==> src/sv/snp_pkg.sv <==
// ----------------------------------------------------------------------------
// snp_pkg
// Shared widths, register indexes and pipeline side-band types for the
// sphere nearest-point block.
// ----------------------------------------------------------------------------
package snp_pkg;

    localparam int COORD_W     = 32;
    localparam int FRAC_W      = 16;
    localparam int RAD_W       = COORD_W - 1;
    localparam int SQR_W       = (2 * COORD_W - 1 > 63) ? 63 : 2 * COORD_W - 1;
    localparam int SUM_W       = 2 * COORD_W + 2;
    localparam int MAG_W       = COORD_W + 1;
    localparam int NUM_W       = COORD_W + RAD_W;
    localparam int QUO_W       = RAD_W;
    localparam int SQRT_STAGES = MAG_W;
    localparam int DIV_STAGES  = QUO_W + 1;
    localparam int CFG_IDX_W   = 2;
    localparam int IN_TDATA_W  = ((3 * COORD_W + SQR_W + 7) / 8) * 8;
    localparam int OUT_TDATA_W = ((3 * COORD_W + 7) / 8) * 8;

    typedef enum logic [CFG_IDX_W-1:0] {
        CFG_CENTRE_X = 2'd0,
        CFG_CENTRE_Y = 2'd1,
        CFG_CENTRE_Z = 2'd2,
        CFG_RADIUS   = 2'd3
    } t_cfg_idx;

    typedef struct packed {
        logic [2:0][COORD_W-1:0] s;
        logic [2:0]              neg;
        logic [2:0][NUM_W-1:0]   num;
        logic [SQR_W-1:0]        srch;
    } t_mid_side;

    typedef struct packed {
        logic [2:0][COORD_W-1:0] s;
        logic [2:0]              neg;
        logic                    mag_zero;
    } t_tail_side;

endpackage

==> src/sv/snp_sqrt.sv <==
// ----------------------------------------------------------------------------
// snp_sqrt
// Pipelined integer square root, one result bit per register stage.
// ----------------------------------------------------------------------------
module snp_sqrt (
    input  logic                       i_clk,
    input  logic                       i_en,
    input  logic [snp_pkg::SUM_W-1:0]  i_n,
    output logic [snp_pkg::MAG_W-1:0]  o_root
);
    import snp_pkg::*;

    localparam int TW = SUM_W + 2;

    logic [SUM_W-1:0] r_rem [SQRT_STAGES-1];
    logic [MAG_W-1:0] r_res [SQRT_STAGES];

    genvar j;
    generate
        for (j = 0; j < SQRT_STAGES; j++) begin : g_stage
            localparam int B = MAG_W - 1 - j;
            logic [SUM_W-1:0] w_rem_in;
            logic [MAG_W-1:0] w_res_in;
            logic [TW-1:0]    w_trial;
            logic             w_take;

            if (j == 0) begin : g_first
                assign w_rem_in = i_n;
                assign w_res_in = '0;
            end else begin : g_next
                assign w_rem_in = r_rem[j-1];
                assign w_res_in = r_res[j-1];
            end

            assign w_trial = (TW'(w_res_in) << (B + 1)) | (TW'(1) << (2 * B));
            assign w_take  = w_trial <= TW'(w_rem_in);

            always_ff @(posedge i_clk) begin
                if (i_en) begin
                    r_res[j] <= w_take ? (w_res_in | (MAG_W'(1) << B)) : w_res_in;
                end
            end

            if (j < SQRT_STAGES - 1) begin : g_rem
                always_ff @(posedge i_clk) begin
                    if (i_en) begin
                        r_rem[j] <= w_take ? (w_rem_in - w_trial[SUM_W-1:0]) : w_rem_in;
                    end
                end
            end
        end
    endgenerate

    assign o_root = r_res[SQRT_STAGES-1];

endmodule

==> config.mk <==
export PLATFORM = sky130hd
export DESIGN_NAME = snp_sqrt
export DESIGN_NICKNAME = d
export VERILOG_FILES = /design/src/sv/snp_pkg.sv /design/src/sv/snp_sqrt.sv
export SDC_FILE = /design/constraint.sdc
export NUM_CORES = 2
export LEC_CHECK = 0
export BUFFER_PORTS_ARGS = -buffer_cell sky130_fd_sc_hd__buf_2
export CORE_MARGIN = 1
export CORE_UTILIZATION = 45
export CTS_BUF_LIST = sky130_fd_sc_hd__clkbuf_16
export CTS_CLUSTER_SIZE = 40
export DETAILED_ROUTE_END_ITERATION = 8
export HOLD_SLACK_MARGIN = 0.05
export PLACE_DENSITY = 0.63
export RECOVER_POWER = 50
export SYNTH_ARGS = -nofsm -noshare
export SYNTH_HDL_FRONTEND = slang
export SYNTH_SLANG_ARGS = --single-unit
export TNS_END_PERCENT = 30
==> constraint.sdc <==
create_clock -name i_clk -period 4.2 [get_ports i_clk]
set_clock_uncertainty 0.1 [all_clocks]
set_input_delay 0.63 -clock i_clk [delete_from_list [all_inputs] [get_ports i_clk]]
set_output_delay 0.63 -clock i_clk [all_outputs]
set_load 0.01 [all_outputs]
* Yosys cells after proc, flatten, opt, wreduce, memory -nomap -nowiden
Memory sizes are Yosys's and may differ from the RTL's. Cells that the tools add are included.
Word-level totals: input port bits 68, RAM bits 3201, register bits after elaboration 0, memories 2, output and inout bits 33, logic and storage cells 134
Memory list:
- r_rem | depth 32, width 66, rd ports 32, clocked after memory_dff 0, write ports 32, line snp_sqrt.sv:15 | logic [SUM_W-1:0] r_rem [SQRT_STAGES-1];
- r_res | depth 33, width 33, rd ports 33, clocked after memory_dff 0, write ports 33, line snp_sqrt.sv:16 | logic [MAG_W-1:0] r_res [SQRT_STAGES];
Operators by class: mux-type cells 67, add/sub/neg operators 32, $lt $le $gt $ge 33
Operators with widths (count):
- 2-to-1 mux 66 bit | 32
- less-or-equal comparator 34 x 66 -> 1 bit | 1
- less-or-equal comparator 35 x 66 -> 1 bit | 1
- less-or-equal comparator 36 x 66 -> 1 bit | 1
- less-or-equal comparator 37 x 66 -> 1 bit | 1
- less-or-equal comparator 38 x 66 -> 1 bit | 1
- less-or-equal comparator 39 x 66 -> 1 bit | 1
- less-or-equal comparator 40 x 66 -> 1 bit | 1
- less-or-equal comparator 41 x 66 -> 1 bit | 1
- less-or-equal comparator 42 x 66 -> 1 bit | 1
- less-or-equal comparator 43 x 66 -> 1 bit | 1
- less-or-equal comparator 44 x 66 -> 1 bit | 1
- less-or-equal comparator 45 x 66 -> 1 bit | 1
- less-or-equal comparator 46 x 66 -> 1 bit | 1
- less-or-equal comparator 47 x 66 -> 1 bit | 1
- less-or-equal comparator 48 x 66 -> 1 bit | 1
- less-or-equal comparator 49 x 66 -> 1 bit | 1
- less-or-equal comparator 50 x 66 -> 1 bit | 1
- less-or-equal comparator 51 x 66 -> 1 bit | 1
- less-or-equal comparator 52 x 66 -> 1 bit | 1
- less-or-equal comparator 53 x 66 -> 1 bit | 1
- less-or-equal comparator 54 x 66 -> 1 bit | 1
- less-or-equal comparator 55 x 66 -> 1 bit | 1
- less-or-equal comparator 56 x 66 -> 1 bit | 1
- 75 further kinds | 77

* Logic depth before layout (Yosys ltp)
An unclocked memory read counts as a cell.
depth in word-level cells 3, gate-level depth with buffers 14, mapped depth without buffers 12

* Least setup slack after synthesis
Ideal clock, no wire load.
kind reg-to-reg, start point memory r_rem[1][736] (netlist bit), end point memory r_rem[1][854] (netlist bit), data pin, arrival time 3.257 ns, buffers on the path 1, period minus slack after synthesis 3.615 ns, required time 3.842 ns, setup time 0.258 ns, path slack 0.585 ns, cell stages (with the launch flop) 12, cells stage by stage edfxtp_1 -> ha_1 -> nand2b_1 -> a211oi_1 -> a211oi_1 -> o21ai_0 -> a2111oi_0 -> o311ai_0 -> a211oi_1 -> buf_2 -> nand4_1 -> xnor2_1
RTL lines (line):
- start, declared | snp_sqrt.sv:15

==> impl_metrics.csv <==
group,metric,value,unit
power,combPwrFrac,0.228,
power,ir_worst_vdd,0.3997,mV
placement,io_buffers,100,
synthesis,ys_top_cells_by_area,"edfxtp_1 (62%), ha_1 (5.7%), xor2_1 (3.3%), xnor2_1 (3.2%), a21oi_1 (2.4%)",
die,fp.dieW,536.9,um
layout,nets,11450,
global_route,grt_pass1_vias,84150,
worst_setup_path,cp-end-kind,"flip-flop",
worst_setup_path,reg2reg_to,"r_rem[1][130]",
timing,rsz0062_at_grt,"no",
synthesis,synth_cell_types,104,
cts,insertion_delay,0.92,ns
worst_setup_path,path_delay_family,"simple AND/OR/NAND/NOR gates",
die,start_util,0.4522,
route,drc_errors,0,
worst_setup_path,slowest_stage,"xor2_1",
cts,clock-sinks,2673,
worst_setup_path,reg2reg_slack,0.1,ns
route,drt-total-wl,352900,um
synthesis,synthesis.area,0.1287,mm2
route,first_iter_violations,6783,
timing,tightest_slew,4.003,ns
cts,cts_made_buffers,293,
layout,area_growth,13.45,%
global_route,grt_pass1_wl,523300,um
timing,fin_tns_setup,0,ns
synthesis,ys_ff_latch,2673,
synthesis,synth_warnings,0,
worst_setup_path,slowest_delay,0.68,ns
min_path,worst_hold_path_type,"primary input to flip-flop",
power,leakage,54.82,nW
worst_setup_path,rr_startpoint,"r_res[16][30]",
outcome,violations,"capacitance limit, slew limit",
cts,cts-root-buf,"clkbuf_16",
die,core_area,0.2847,mm2
placement,gp_routability_congestion,0.9753,
cts,cts_buffer_depth,4,
timing,finalWorstSetupSlack,0.09931,ns
timing,period_share,0.9764,
cts,tritoncts,"yes",
global_route,grt_use_total,0.2416,
power,power_density,563.2,mW/mm2
die,die_y,536.9,um
min_path,holdPathEnd,"r_rem[0][48]",
worst_setup_path,r2r_cells,10,
synthesis,synth_edf_count,2673,
route,wl_met1,128000,um
worst_setup_path,worst-path-buf-inv,1,
route,top_layer_used,"met5",
die,num_rows,196,
placement,dp_slack,0.1386,ns
placement,dpl.hpwl,272000,um
global_route,antenna_found_initial,15,
worst_setup_path,cp_cell_sequence,"inv_1, ha_1, and3_1, nor2b_1, nand3_1, nor4_1, nor4_1, a21o_1, nor3_1, xor2_1",
worst_setup_path,crit_path_frequent_cell,"nor4_1",
synthesis,synth_fp_nets,10940,
route,viasPerCell,5.662,
min_path,worstHoldStart,"i_n[48]",
global_route,grt_max_degree,122,
route,vias,83790,
min_path,whs_path_depth,2,
route,wl_met2,189400,um
synthesis,async_flop_share,0,
route,wl_per_cell,23.84,um
synthesis,synth-seq-area-share,0.6235,
synthesis,synthFlopType,"edfxtp_1",
synthesis,synth_top_area_frac,0.6235,
timing,hold_violations,0,
worst_setup_path,cp_data_arrival_time,4.60,ns
synthesis,postSynthAreaPerCell,12.53,um2
timing,setup_violations,0,
power,internal_power,57.07,mW
global_route,grt_overflow,0,
worst_setup_path,crit_required,4.70,ns
power,switching_share,0.3063,
route,first_pass_iters,8,
power,p_sw,25.20,mW
timing,max_freq,0.2439,GHz
timing,slew_headroom,-1.669,
cts,h-tree-depth,5,
outcome,outcome,"finished, violations left",
route,ant_nets,0,
route,met3_length,13580,um
power,seqPwrFrac,0.454,
flow_run,cap_viol_max_count,1,
power,p_clk_frac,0.318,
worst_setup_path,worst-setup-path-type,"flip-flop to flip-flop",
layout,final_core_util,0.5130,
worst_setup_path,startpoint_type,"flip-flop",
die,die-area,0.2882,mm2
timing,finalCriticalPeriod,4.101,ns
worst_setup_path,crit_fanout,8,
synthesis,synth_top_cell_by_area,"edfxtp_1",
timing,maxSlewViolCount,67,
synthesis,synth_cells,10280,
cts,clk_pin_slew,0.06,ns
die,num_io_pins,101,
layout,drive_above_1_share,0.09021,
power by group through the flow:
stage	Sequential [mW]	Combinational (mW)	Clock [mW]
2_1_floorplan	36.0	12.8	0
3_3_place_gp	37.8	18.4	0
3_5_place_dp	37.9	18.5	0
4_1_cts	37.4	18.7	26.6
5_1_grt	37.6	20.7	27.6
6_report	37.3	18.8	26.2
how the worst max path moves through the flow:
stage / from / to / slack (ns) / depth (start not counted)
final: r_res[16][30] / r_rem[1][130] / 0.1 / 10
after global routing: r_rem[1][544] / r_rem[1][631] / 0.005 / 9
after CTS: r_rem[1][579] / r_rem[1][629] / 0.12 / 9
after detailed placement: r_rem[1][579] / r_rem[1][629] / 0.14 / 9
after global placement: r_rem[1][579] / r_rem[1][629] / 0.12 / 9
after floorplan: r_rem[1][736] / r_rem[1][854] / 0.59 / 11
through the flow:
stage               std cells  instance area, um2  power [mW]  hold slack, ns
floorplan               10280              128700       48.74          0.3166
global placement        14190              135700       56.26          0.3225
detailed placement      14190              135700       56.42          0.3282
CTS                     14790              146100       82.71          0.2071
global route            14790              146000       85.86          0.2842
finish                  14800              146100       82.27          0.3105
sequential cells by signal, indices dropped and copies added (netlist names):
register and cells:
r_rem 2112, r_res 561
layer usage:
layer	vias to the layer above	GRT usage
met5	-	0
met4	10	0.1366
met3	807	0.02636
met2	2269	0.4575
met1	41080	0.2597
li1	39620	-
final cells by class:
cell class	instances	area, um2
sequential	2673	80270
inverter	711	2669
multi-input combinational	6654	44960
antenna	7	17.52
fill	24180	138700
clock inverter	224	2077
clock buffer	307	7682
tap	3762	4707
timing repair buffer	461	3682
placed cells by master, fill, tap and decap left out, drive strengths merged, types with 82 or more instances in the layout:
| cell type | instances |
|---|---|
| nand4 | 187 |
| a21oi | 608 |
| o21ai | 515 |
| nor2b | 82 |
| nand2b | 104 |
| buf | 363 |
| xnor2 | 474 |
| o21a | 84 |
| or3 | 111 |
| edfxtp | 2673 |
| clkbuf | 338 |
| nand3 | 167 |
| xor2 | 479 |
| clkinv | 117 |
| nor4 | 347 |
| or4 | 101 |
| ha | 590 |
| a21o | 232 |
| nor2 | 678 |
| nor3 | 297 |
| nand2 | 675 |
| inv | 765 |
cells by family (layout without fill, tap and decap cells):
family,count (synthesis),count (layout),share of synthesized area
simple gates,3089,3089,0.1245
flops,2673,2673,0.6235
compound gates,1935,1935,0.09384
xor+xnor,953,953,0.06483
buf+inv,950,1703,0.02833
fa+ha+maj,590,590,0.05734
mux,87,87,0.007668
other cells,0,7,0
worst register-to-register path, stage by stage (launching register included):
cell	delay [ns]
edfxtp_1	0.62
inv_1	0.09
ha_1	0.41
and3_1	0.21
nor2b_1	0.38
nand3_1	0.17
nor4_1	0.50
nor4_1	0.14
a21o_1	0.29
nor3_1	0.22
xor2_1	0.68
cells in the mapped netlist (84+ instances only):
master,instances
edfxtp_1,2673
inv_1,707
nand2_1,674
xnor2_1,474
nor2_1,678
nand4_1,187
nor3_1,294
or4_1,98
xor2_1,479
nand2b_1,104
nor4_1,345
clkbuf_1,190
nand3_1,166
o21a_1,84
o21ai_0,507
ha_1,590
a21oi_1,608
a21o_1,232
or3_1,111
timing repair:
action,in CTS,in global routing
resized for setup,0,8
setup buffers,0,3
endpoints found under the setup margin,0,22
endpoints found under the hold margin,67,0
hold buffers,67,0
No activity file was read; power rests on OpenSTA's default activity.
